### src/hdl/ifms_pkg.sv
// ----------------------------------------------------------------------------
// ifms_pkg: shared types and constants for the image format magic sniffer
// Request/response payloads, status codes, FourCC codes and signature table.
// ----------------------------------------------------------------------------
package ifms_pkg;

   localparam int SIG_COUNT   = 9;
   localparam int PREFIX_LEN  = 16;
   localparam int TAIL_MAX    = 3;

   // status codes
   localparam logic [1:0] ST_RECOGNIZED = 2'd0;
   localparam logic [1:0] ST_UNKNOWN    = 2'd1;
   localparam logic [1:0] ST_NEED_MORE  = 2'd2;

   // FourCC codes
   localparam logic [31:0] FCC_RIFF = 32'h52494646;
   localparam logic [31:0] FCC_WEBP = 32'h57454250;
   localparam logic [31:0] FCC_VP8  = 32'h56503820;
   localparam logic [31:0] FCC_VP8L = 32'h5650384C;
   localparam logic [31:0] FCC_WP8  = 32'h57503820;
   localparam logic [31:0] FCC_WP8L = 32'h5750384C;
   localparam logic [31:0] FCC_PNG  = 32'h504E4720;
   localparam logic [31:0] FCC_JPEG = 32'h4A504547;
   localparam logic [31:0] FCC_GIF  = 32'h47494620;
   localparam logic [31:0] FCC_TIFF = 32'h54494646;
   localparam logic [31:0] FCC_BMP  = 32'h424D5020;
   localparam logic [31:0] FCC_WBMP = 32'h57424D50;
   localparam logic [31:0] FCC_NIE  = 32'h4E494520;

   typedef struct packed {
      logic [63:0] bytes_low;
      logic [63:0] bytes_high;
      logic [4:0]  valid_count;
   } req_type;

   typedef struct packed {
      logic [1:0]  status;
      logic [31:0] fourcc;
   } rsp_type;

   typedef struct packed {
      logic [7:0]                 lead;
      logic [1:0]                 tail_len;
      logic [TAIL_MAX-1:0][7:0]   tail;      // tail[0] is the second byte
      logic [31:0]                code;
   } sig_entry_type;

   localparam sig_entry_type SIG_TABLE [SIG_COUNT] = '{
      '{lead: 8'h00, tail_len: 2'd1, tail: {8'h00, 8'h00, 8'h00}, code: FCC_WBMP},
      '{lead: 8'h42, tail_len: 2'd1, tail: {8'h00, 8'h00, 8'h4D}, code: FCC_BMP},
      '{lead: 8'h47, tail_len: 2'd3, tail: {8'h38, 8'h46, 8'h49}, code: FCC_GIF},
      '{lead: 8'h49, tail_len: 2'd3, tail: {8'h00, 8'h2A, 8'h49}, code: FCC_TIFF},
      '{lead: 8'h4D, tail_len: 2'd3, tail: {8'h2A, 8'h00, 8'h4D}, code: FCC_TIFF},
      '{lead: 8'h52, tail_len: 2'd3, tail: {8'h46, 8'h46, 8'h49}, code: FCC_RIFF},
      '{lead: 8'h6E, tail_len: 2'd2, tail: {8'h00, 8'hAF, 8'hC3}, code: FCC_NIE},
      '{lead: 8'h89, tail_len: 2'd3, tail: {8'h47, 8'h4E, 8'h50}, code: FCC_PNG},
      '{lead: 8'hFF, tail_len: 2'd1, tail: {8'h00, 8'h00, 8'hD8}, code: FCC_JPEG}
   };

endpackage

### src/hdl/ifms_classify.sv
// ----------------------------------------------------------------------------
// ifms_classify: signature compare logic
// Classifies one 16-byte prefix against the signature table, no state.
// ----------------------------------------------------------------------------
module ifms_classify
   import ifms_pkg::*;
(
   input  req_type prefix,
   output rsp_type result
);

   logic [PREFIX_LEN-1:0][7:0] pbyte;
   logic [4:0]                 count;
   logic [31:0]                word_mid;
   logic [31:0]                word_end;

   always_comb begin
      for (int k = 0; k < 8; k++) begin
         pbyte[k]     = prefix.bytes_low[8*k +: 8];
         pbyte[k + 8] = prefix.bytes_high[8*k +: 8];
      end
   end

   // saturate counts above sixteen
   assign count    = (prefix.valid_count > 5'd16) ? 5'd16 : prefix.valid_count;
   assign word_mid = {pbyte[8], pbyte[9], pbyte[10], pbyte[11]};
   assign word_end = {pbyte[12], pbyte[13], pbyte[14], pbyte[15]};

   always_comb begin
      logic       same;
      logic [4:0] avail;
      logic [1:0] status;
      logic [31:0] code;
      same   = 1'b1;
      avail  = count - 5'd1;
      status = ST_UNKNOWN;
      code   = '0;
      if (count == 5'd0) begin
         status = ST_NEED_MORE;
      end else begin
         // leads are distinct, so at most one entry hits
         for (int i = 0; i < SIG_COUNT; i++) begin
            if (SIG_TABLE[i].lead == pbyte[0]) begin
               same = 1'b1;
               for (int k = 0; k < TAIL_MAX; k++) begin
                  if ((2'(k) < SIG_TABLE[i].tail_len) && (5'(k) < avail) &&
                      (pbyte[k + 1] != SIG_TABLE[i].tail[k])) begin
                     same = 1'b0;
                  end
               end
               if (!same) begin
                  status = ST_UNKNOWN;
               end else if (avail < {3'd0, SIG_TABLE[i].tail_len}) begin
                  status = ST_NEED_MORE;
               end else if (SIG_TABLE[i].code == FCC_RIFF) begin
                  if (count < 5'd16) begin
                     status = ST_NEED_MORE;
                  end else begin
                     status = ST_RECOGNIZED;
                     code   = FCC_RIFF;
                     if (word_mid == FCC_WEBP) begin
                        if (word_end == FCC_VP8) begin
                           code = FCC_WP8;
                        end else if (word_end == FCC_VP8L) begin
                           code = FCC_WP8L;
                        end
                     end
                  end
               end else begin
                  status = ST_RECOGNIZED;
                  code   = SIG_TABLE[i].code;
               end
            end
         end
      end
      result.status = status;
      result.fourcc = (status == ST_RECOGNIZED) ? code : 32'd0;
   end

endmodule

### src/hdl/image_format_magic_sniffer.sv
// ----------------------------------------------------------------------------
// image_format_magic_sniffer: image file type detection from magic bytes
// Registered request stage, signature compare, registered response stage.
// ----------------------------------------------------------------------------
// Usage
//   req_*  : one request carries the first 16 bytes of a file (bytes_low,
//            bytes_high) and the count of valid bytes (saturated at 16).
//   rsp_*  : one response per request: status (recognized / unknown /
//            need more bytes) and the big-endian FourCC, zero unless
//            recognized.
//   A transfer happens on a rising clock edge with valid high, stall low.
// Timing
//   A request taken into the request register drives the compare logic,
//   which loads the response register (rsp_valid rises) once that register
//   is empty or being taken; the response then waits there until taken.
//   Throughput is one request per cycle while rsp_stall is low; the path is
//   a single compare against the nine fixed signatures.
// Reset
//   Synchronous, active high; clears both stage valid flags. Payload registers are not reset.
// Backpressure
//   While rsp_stall holds a response, the request stage still takes one more
//   request; req_stall rises only when both stages are full and the response
//   cannot move.
// ----------------------------------------------------------------------------
module image_format_magic_sniffer
   import ifms_pkg::*;
(
   input  logic    clock,
   input  logic    reset,
   input  logic    req_valid,
   output logic    req_stall,
   input  req_type req_data,
   output logic    rsp_valid,
   input  logic    rsp_stall,
   output rsp_type rsp_data
);

   // request stage
   logic    s1_valid_ff, s1_valid_in;
   req_type s1_data_ff;
   // response stage
   logic    s2_valid_ff, s2_valid_in;
   rsp_type s2_data_ff;

   rsp_type cls_result;
   logic    s2_load;
   logic    s1_load;

   // response register frees up when empty or being taken
   assign s2_load   = !s2_valid_ff || !rsp_stall;
   // request register frees up when empty or moving forward
   assign req_stall = s1_valid_ff && !s2_load;
   assign s1_load   = req_valid && !req_stall;

   assign s1_valid_in = s1_load ? 1'b1 : (s2_load ? 1'b0 : s1_valid_ff);
   assign s2_valid_in = s2_load ? s1_valid_ff : s2_valid_ff;

   ifms_classify u_classify (
      .prefix (s1_data_ff),
      .result (cls_result)
   );

   always_ff @(posedge clock) begin
      if (reset) begin
         s1_valid_ff <= 1'b0;
         s2_valid_ff <= 1'b0;
      end else begin
         s1_valid_ff <= s1_valid_in;
         s2_valid_ff <= s2_valid_in;
      end
   end

   // payload registers, no reset needed
   always_ff @(posedge clock) begin
      if (s1_load) begin
         s1_data_ff <= req_data;
      end
      if (s2_load && s1_valid_ff) begin
         s2_data_ff <= cls_result;
      end
   end

   assign rsp_valid = s2_valid_ff;
   assign rsp_data  = s2_data_ff;

endmodule

### config.mk
export PLATFORM = sky130hd
export DESIGN_NAME = image_format_magic_sniffer
export DESIGN_NICKNAME = d
export VERILOG_FILES = /design/src/hdl/ifms_pkg.sv /design/src/hdl/ifms_classify.sv /design/src/hdl/image_format_magic_sniffer.sv
export SDC_FILE = /design/constraint.sdc
export NUM_CORES = 1
export LEC_CHECK = 0
export ABC_AREA = 1
export BUFFER_PORTS_ARGS = -buffer_cell sky130_fd_sc_hd__buf_4
export CAP_MARGIN = 25
export CORE_AREA = 2 2 142 144
export DETAILED_ROUTE_END_ITERATION = 6
export DIE_AREA = 0 0 144 146
export MAX_ROUTING_LAYER = met4
export PLACE_DENSITY = 0.58
export SYNTH_ARGS = -nofsm -noshare
export SYNTH_HDL_FRONTEND = slang
export SYNTH_SLANG_ARGS = --single-unit
export TNS_END_PERCENT = 50
### constraint.sdc
create_clock -name clock -period 11.81 [get_ports clock]
set_input_delay 3.543 -clock clock [delete_from_list [all_inputs] [get_ports clock]]
set_output_delay 3.543 -clock clock [all_outputs]
set_load 0.005 [all_outputs]
==> results of run 1 <==
[sequential cells by signal, summed over array words and instances, names as in the netlist]
register	count
rsp_valid	1
s1_valid_ff	1
rsp_data	27
s1_data_ff	101
[report_power, final]
group | switching (W) | internal, W | total, W
Clock | 0.000214 | 0.000339 | 0.000553
Sequential | 0.0000121 | 0.000534 | 0.000546
Combinational | 0.0000332 | 0.0000327 | 0.0000659
Total | 0.000259 | 0.000906 | 0.00116
[metal layers]
layer	up-vias	global-route usage, %	routed length, µm
met5	-	-	0
met4	0	4.755	136
met3	9	4.640	858
met2	121	19.79	5905
met1	1899	15.92	5711
li1	2103	-	-
[cell usage after synthesis]
library cell and n:
buf_6 3, ha_1 1, conb_1 1, a21boi_2 1, and3_1 2, edfxtp_1 128, nor3b_1 3, inv_1 78
nand3b_1 1, o21ai_2 2, nand3_1 21, nor2_2 22, o2111ai_1 2, buf_4 7, inv_2 4, a21oi_1 10
o21ai_1 3, nand2_2 10, nand4_1 30, or2_2 2, o21ai_0 2, nor3_1 16, nor2_1 75, a21oi_2 1
nor4_1 21, dfxtp_1 2, nor3_2 2, nor2_4 1, nand3_2 3, nand2_1 71
[per-stage QoR]
stage	total power, W	std cells	setup WS [ns]
floorplan	0.0005843	530	4.540
global route	0.001212	954	4.275
detailed placement	0.0006232	921	4.326
CTS	0.001183	953	4.325
global placement	0.0006216	921	4.320
finish	0.001165	954	4.329
[cell families (layout without fill, tap and decap cells)]
family | after synthesis | in the layout | synth area share (%)
other cells | 1 | 7 | 0.06473
flops | 130 | 130 | 67.04
buf+inv | 92 | 250 | 6.803
fa+ha+maj | 1 | 1 | 0.2159
compound gates | 21 | 21 | 2.246
simple gates | 280 | 280 | 23.63
[worst max-delay path: stages]
cell	delay (ns)
buf_4	0.09
nand2_1	0.06
nor2_1	0.12
buf_4	0.13
[path summary, 6_finish.rpt]
check	from	slack [ns]	to
worst max-delay path	rsp_stall	4.33	req_stall
worst min-delay path	s1_valid_ff	0.50	rsp_valid
worst max register to register	s1_data_ff[2]	8.44	rsp_data[0]
worst min register to register	s1_valid_ff	0.50	rsp_valid
[cell type report]
cell class / count / area [µm²] / share of cell area, %
sequential: 130 / 3884 / 50.40
tap: 265 / 331.6 / 4.303
clock buffer: 17 / 425.4 / 5.520
antenna: 1 / 2.502 / 0.03247
inverter: 82 / 310.3 / 4.027
timing repair buffer: 136 / 1021 / 13.25
multi-input combinational: 308 / 1538 / 19.95
clock inverter: 15 / 193.9 / 2.517
==> metrics.csv, run 1 <==
metric,value,unit
min_path_cells,2,
io_pins,173,
final_cell_mix,"buf_4, edfxtp_1, inv_1, nor2_1, nand2_1",
synth_area,0.005793,mm²
setup_violations,0,
hpwl,9609,µm
clock_latency,0.42,ns
cts_hold_buffers,0,
fmax,133.7,MHz
grt_overflow,0,
cts_buffers,17,
drv_slew,0,
clockBufferDepth,2,
min_path_type,flip-flop to flip-flop,
min_period_over_period,63.34,%
worstSetupPathType,input port to output pin,
synth_area_leaders,"edfxtp_1, inv_1, nor2_1",
layout_min_cycle_time,7.481,ns
cp.required,8.27,ns
drt_drc_violations_left,0,
grt_pass1_wl,20340,µm
p_per_area,151.1,mW/mm²
worst-path-max-fanout,2,
htree_levels,4,
vias,4132,
via_per_inst,4.331,
cts_setup_buffers,0,
clock-sinks,130,
ant_nets,0,
drive_gt1_share,31.69,%
fillers,1878,
antenna_found_initial,1,
rows,51,
post-route-util,39.86,%
gp_congestion,0.8547,
clk_pin_slew,0.06,ns
fin_area,0.007706,mm²
cp-end-kind,output pin,
cts_root_buf,clkbuf_16,
power.leakage,3.186,nW
die-height,146,µm
ys_seq_elements,130,
die-area,0.02102,mm²
nNetsFinal,813,
hold_slack,0.4993,ns
crit_path_start_kind,input port,
synth_cells,525,
cts_tree,yes,
synth_top_area_cell,edfxtp_1,
fin_setup_tns,0,ns
reg2reg_depth,18,
slew_headroom,54.30,%
drtIter0Drc,177,
routedWlPerCell,13.22,µm
worstPathArrival,3.94,ns
io_buffer_count,134,
grt.total_usage,13.01,%
cts-resized-gates,0,
ir_worst_vdd,0.00009608,V
fin_skew,0.01067,ns
ys_types,30,
grt_pass1_vias,4172,
initial_core_util,29.96,%
dpl_cell_area,0.007084,mm²
grt_max_degree,55,
rsz0062_at_grt,false,
drtPass1Iterations,4,
core,0.01933,mm²
status,"complete, no violations",
cap_violations,0,
hold_viol,0,
seq_area_frac_synth,67.04,%
yosys_warnings,0,
tightest_slew,0.6856,ns
yosys.area.top_type_share,66.35,%
final_common_cell,buf_4,
syn2layout_area_growth,33.02,%
syn_avg_cell_area,11.03,µm²
finalWirelength,12610,µm
fp.dieW,144,µm
(Power assumes the default switching activity.)
==> run 2, diff against run 1 <==
PLACE_DENSITY = 0.6   (was 0.58)
clock period = 6.61 ns   (was 11.81 ns; I/O delays follow)
==> metrics.csv, run 2 (synthesized netlist as in run 1, its figures left out) <==
metric,value,unit,change
cts_root_buf,clkbuf_16,,
cts_setup_buffers,0,,unchanged
final_common_cell,buf_4,,
syn2layout_area_growth,31.84,%,
reg2reg_depth,18,,unchanged
p_comb_share,6.0,%,+0.3 points
gp_congestion,0.8774,,+2.7%
antenna_found_initial,0,,-1
initial_core_util,29.96,%,unchanged
largest_reg_flops,101,,unchanged
fp.dieW,144,µm,unchanged
io_buffer_count,134,,unchanged
die-height,146,µm,unchanged
fmax,229.1,MHz,
clockBufferDepth,2,,unchanged
p_int,0.001532,W,+69%
regArea,0.003884,mm²,unchanged
clk_pin_slew,0.06,ns,about the same
grt.total_usage,12.34,%,-0.66 points
drt_drc_violations_left,0,,unchanged
htree_levels,4,,unchanged
clock-sinks,130,,unchanged
power.leakage,3.151,nW,-1.1%
core,0.01933,mm²,unchanged
grt_max_degree,66,,+20%
status,"complete, no violations",,
drtPass1Iterations,4,,unchanged
nNetsFinal,813,,unchanged
fin_setup_tns,0,ns,unchanged
worstSetupPathType,input port to output pin,,
clkPwrFrac,44.6,%,-2.8 points
totalPowerFinal,0.001974,W,+69%
ant_nets,0,,unchanged
worstPathArrival,2.38,ns,-1.56 ns
vias,4069,,-1.5%
min_path_type,flip-flop to flip-flop,,
hpwl,9447,µm,-1.7%
largest_register,s1_data_ff,,
clock_latency,0.42,ns,about the same
switching_share,22.38,%,+0.14 points
final_cell_mix,"buf_4, edfxtp_1, inv_1, nor2_1, nand2_1",,
p_per_area,258.5,mW/mm²,+71%
min_period_over_period,66.04,%,
dp_cells,921,,unchanged
switching_power,0.0004417,W,+71%
final_cells,952,,-0.21%
crit_path_start_kind,input port,,
io_pins,173,,unchanged
finalWirelength,12250,µm,-2.9%
rsz0062_at_grt,false,,
diodes,0,,-1
worst-path-max-fanout,2,,unchanged
cts_buffers,17,,unchanged
rows,51,,unchanged
cp.required,4.63,ns,-3.64 ns
min_path_cells,2,,unchanged
slew_headroom,45.34,%,-9.0 points
die-area,0.02102,mm²,unchanged
grt_overflow,0,,unchanged
routedWlPerCell,12.87,µm,-2.7%
grt_pass1_vias,3988,,-4.4%
seq_power_share,49.5,%,+2.6 points
drive_gt1_share,31.44,%,-0.24 points
hold_viol,0,,unchanged
via_per_inst,4.274,,-1.3%
cp-end-kind,output pin,,
fin_skew,0.01744,ns,+0.006771 ns
cap_violations,0,,unchanged
cts_hold_buffers,0,,unchanged
layout_min_cycle_time,4.365,ns,
drv_slew,0,,unchanged
setup_violations,0,,unchanged
grt_pass1_wl,19260,µm,-5.3%
ir_worst_vdd,0.0001643,V,+71%
multi_input_area,0.001538,mm²,unchanged
tightest_slew,0.8199,ns,+0.1343 ns
cts_tree,yes,,
fillers,1897,,+1.0%
drtIter0Drc,204,,+15%
cts-resized-gates,0,,unchanged
==> run 2: cell count changes in the layout (fill, tap and decap cells not counted) <==
cell,delta
bufinv_16,-2
clkinv_1,+1
clkinv_2,+1
clkinvlp_4,+1
diode_2,-1
inv_8,-2
==> run 2: cell type report <==
class	count	area share, %
multi-input cells	308	20.13
well taps	265	4.341
flip-flops and latches	130	50.85
repair buffers	136	13.37
clock inverters	14	1.671
inverters	82	4.063
clock buffers	17	5.570
==> run 2: worst max-delay path, cell delays in order <==
cell and delay, ns:
buf_4 0.09, nand2_1 0.06, nor2_1 0.12, buf_4 0.13
==> run 2: power by group through the flow <==
stage | combinational [W] | sequential [W] | clock, W
detailed placement | 0.000120 | 0.000994 | 0
CTS | 0.000120 | 0.000976 | 0.000912
finish | 0.000117 | 0.000976 | 0.000880
floorplan | 0.0000535 | 0.000990 | 0
global route | 0.000132 | 0.000981 | 0.000942
global placement | 0.000118 | 0.000992 | 0
==> run 2: per-layer routing <==
layer / GRT usage, % / wire length (µm)
met5: - / 0
met4: 4.559 / 199
met2: 18.38 / 5539
met3: 4.212 / 824
met1: 15.56 / 5685
==> run 2: per-stage QoR <==
| step | setup WS (ns) | hold WS, ns | utilization [%] | cell area [µm²] |
|---|---|---|---|---|
| floorplan | 1.971 | 0.4500 | - | 5812 |
| global placement | 2.244 | 0.4892 | 36.64 | 7084 |
| detailed placement | 2.244 | 0.4943 | 36.64 | 7084 |
| CTS | 2.243 | 0.5041 | 39.50 | 7637 |
| global route | 2.208 | 0.5297 | 39.50 | 7637 |
| finish | 2.245 | 0.4986 | 39.50 | 7637 |
==> run 2: path summary, 6_finish.rpt <==
| check | end | slack [ns] | start |
|---|---|---|---|
| worst max-delay path | req_stall | 2.24 | rsp_stall |
| worst min register to register | rsp_valid | 0.50 | s1_valid_ff |
| worst max register to register | rsp_data[1] | 3.19 | s1_data_ff[2] |
| worst min-delay path | rsp_valid | 0.50 | s1_valid_ff |
==> run 3, diff against run 2 <==
clock period = 3.8 ns   (was 6.61 ns; I/O delays follow)
==> metrics.csv, run 3 (synthesized netlist as in run 1, its figures left out) <==
metric,value,unit,change
cp.required,3.95,ns,-0.68 ns
worstPathArrival,3.35,ns,+0.97 ns
switching_share,20.65,%,-1.7 points
grt_overflow,0,,unchanged
io_buffer_count,134,,unchanged
ir_worst_vdd,0.0003155,V,+92%
wl_met3,871,µm,+5.7%
grt.total_usage,12.37,%,+0.021 points
fin_setup_tns,0,ns,unchanged
fin_skew,0.007646,ns,-0.009790 ns
final_common_cell,buf_4,,
cp.buffers_inverters,1,,-1
worst-path-max-fanout,23,,+21
rsz0062_at_grt,false,,
cts-resized-gates,0,,unchanged
min_path_type,flip-flop to flip-flop,,
grt_pass1_vias,4003,,+0.38%
largest_reg_flops,101,,unchanged
grt_pass1_wl,19360,µm,+0.54%
cts_hold_buffers,0,,unchanged
drtPass1Iterations,4,,unchanged
clockBufferDepth,2,,unchanged
switching_power,0.0007466,W,+69%
tightest_slew,0.6271,ns,-0.1928 ns
die-area,0.02102,mm²,unchanged
dpl_cell_area,0.007112,mm²,+0.39%
io_pins,173,,unchanged
clk_pin_slew,0.06,ns,about the same
final_cell_mix,"buf_4, edfxtp_1, inv_1, nor2_1, nand2_1",,
nNetsFinal,815,,+0.25%
fillers,1906,,+0.47%
cap_violations,0,,unchanged
hpwl,9423,µm,-0.25%
core,0.01933,mm²,unchanged
fin_area,0.007732,mm²,+1.2%
via_per_inst,4.310,,+0.84%
dr_wl_met2,5618,µm,+1.4%
cts_tree,yes,,
diodes,0,,unchanged
ant_nets,0,,unchanged
rows,51,,unchanged
status,"complete, no violations",,
fp.dieW,144,µm,unchanged
cts_setup_buffers,0,,unchanged
clkPwrFrac,47.3,%,+2.7 points
layout_min_cycle_time,3.200,ns,
critPathMaxStageDelay,0.42,ns,+0.29 ns
cts_root_buf,clkbuf_16,,
crit_path_start_kind,flip-flop,,
initial_core_util,29.96,%,unchanged
hold_viol,0,,unchanged
topRoutingLayerUsed,met4,,
die-height,146,µm,unchanged
slowest_stage,edfxtp_1,,
cts_buffers,17,,unchanged
min_period_over_period,84.21,%,
critPathTopFamily,simple AND/OR/NAND/NOR gates,,
drv_slew,0,,unchanged
gp_congestion,0.8471,,-3.5%
p_per_area,467.5,mW/mm²,+81%
drt_drc_violations_left,0,,unchanged
seq_power_share,47.0,%,-2.5 points
drtIter0Drc,206,,+0.98%
crit_chain,"nor2_1, nand2_1, nand2_1, nand2_2, ha_1, nand2_1, nand3_1, nor2_4, nand3_2, nand2_1, nand2_2, nor2_1, nand3_1, nand4_1, nor3_2, nand3_2, buf_4, nor2_1",,
r2r_slack,0.60,ns,-2.59 ns
cp_common_cell,nand2_1,,
p_comb_share,5.7,%,-0.3 points
power.leakage,3.195,nW,+1.4%
setup_violations,0,,unchanged
worstSetupPathType,flip-flop to flip-flop,,
routedWlPerCell,12.85,µm,-0.13%
largest_register,s1_data_ff,,
syn2layout_area_growth,33.48,%,
drt-met1-wl,5625,µm,-1.1%
vias,4116,,+1.2%
antenna_found_initial,0,,unchanged
fmax,312.5,MHz,
grt_max_degree,54,,-18%
slew_headroom,57.81,%,+12 points
htree_levels,4,,unchanged
cp-end-kind,flip-flop,,
clock_latency,0.41,ns,about the same
clock-sinks,130,,unchanged
p_int,0.002868,W,+87%
finalWirelength,12270,µm,+0.19%
drive_gt1_share,31.45,%,about the same
## run 3: layer usage
layer / GRT usage, % / up-vias
met3: 4.607 / 12
met5: - / -
met4: 3.676 / 0
li1: - / 2115
met1: 15.31 / 1855
met2: 18.88 / 134
## run 3: stage by stage
stage          instances  setup WS (ns)  hold WS (ns)  total power [W]  utilization (%)
6_report             955         0.5999        0.5003         0.003615            39.99
4_1_cts              955         0.5820        0.5065         0.003664            39.99
5_1_grt              955         0.2716        0.5227         0.003755            39.99
3_5_place_dp         923         0.5993        0.4965         0.001938            36.78
2_1_floorplan        530       0.003594        0.4500         0.001816                -
3_3_place_gp         923         0.6429        0.4891         0.001933            36.78
## run 3: final timing paths
| check | startpoint | endpoint | depth (start not counted) |
|---|---|---|---|
| worst max register to register | s1_data_ff[2] | rsp_data[1] | 18 |
| worst max-delay path | s1_data_ff[2] | rsp_data[1] | 18 |
| worst min-delay path | rsp_valid | rsp_valid | 2 |
| worst min register to register | rsp_valid | rsp_valid | 2 |
## run 3: layout make-up
cell class              instances  area, µm²  share of cell area (%)
multi-input cells             308       1538                   19.89
repair buffers                138       1049                   13.56
inverters                      82      310.3                   4.013
flip-flops and latches        130       3884                   50.23
clock buffers                  20      436.7                   5.647
clock inverters                12      183.9                   2.379
well taps                     265      331.6                   4.288
## run 3: worst min-delay path, delay by kind of cell (launching register included)
kind / cells / cell delay, ns
AO/OA/AOI/OAI: 1 / 0.06
flip-flops: 1 / 0.32
AND/OR/NAND/NOR: 1 / 0.08
## run 3: power groups by stage
stage | clock network, W | logic, W | registers [W]
after floorplan | 0 | 0.0000931 | 0.00172
after global placement | 0 | 0.000208 | 0.00173
after detailed placement | 0 | 0.000211 | 0.00173
after CTS | 0.00176 | 0.000211 | 0.00170
after global routing | 0.00182 | 0.000232 | 0.00171
final | 0.00171 | 0.000207 | 0.00170
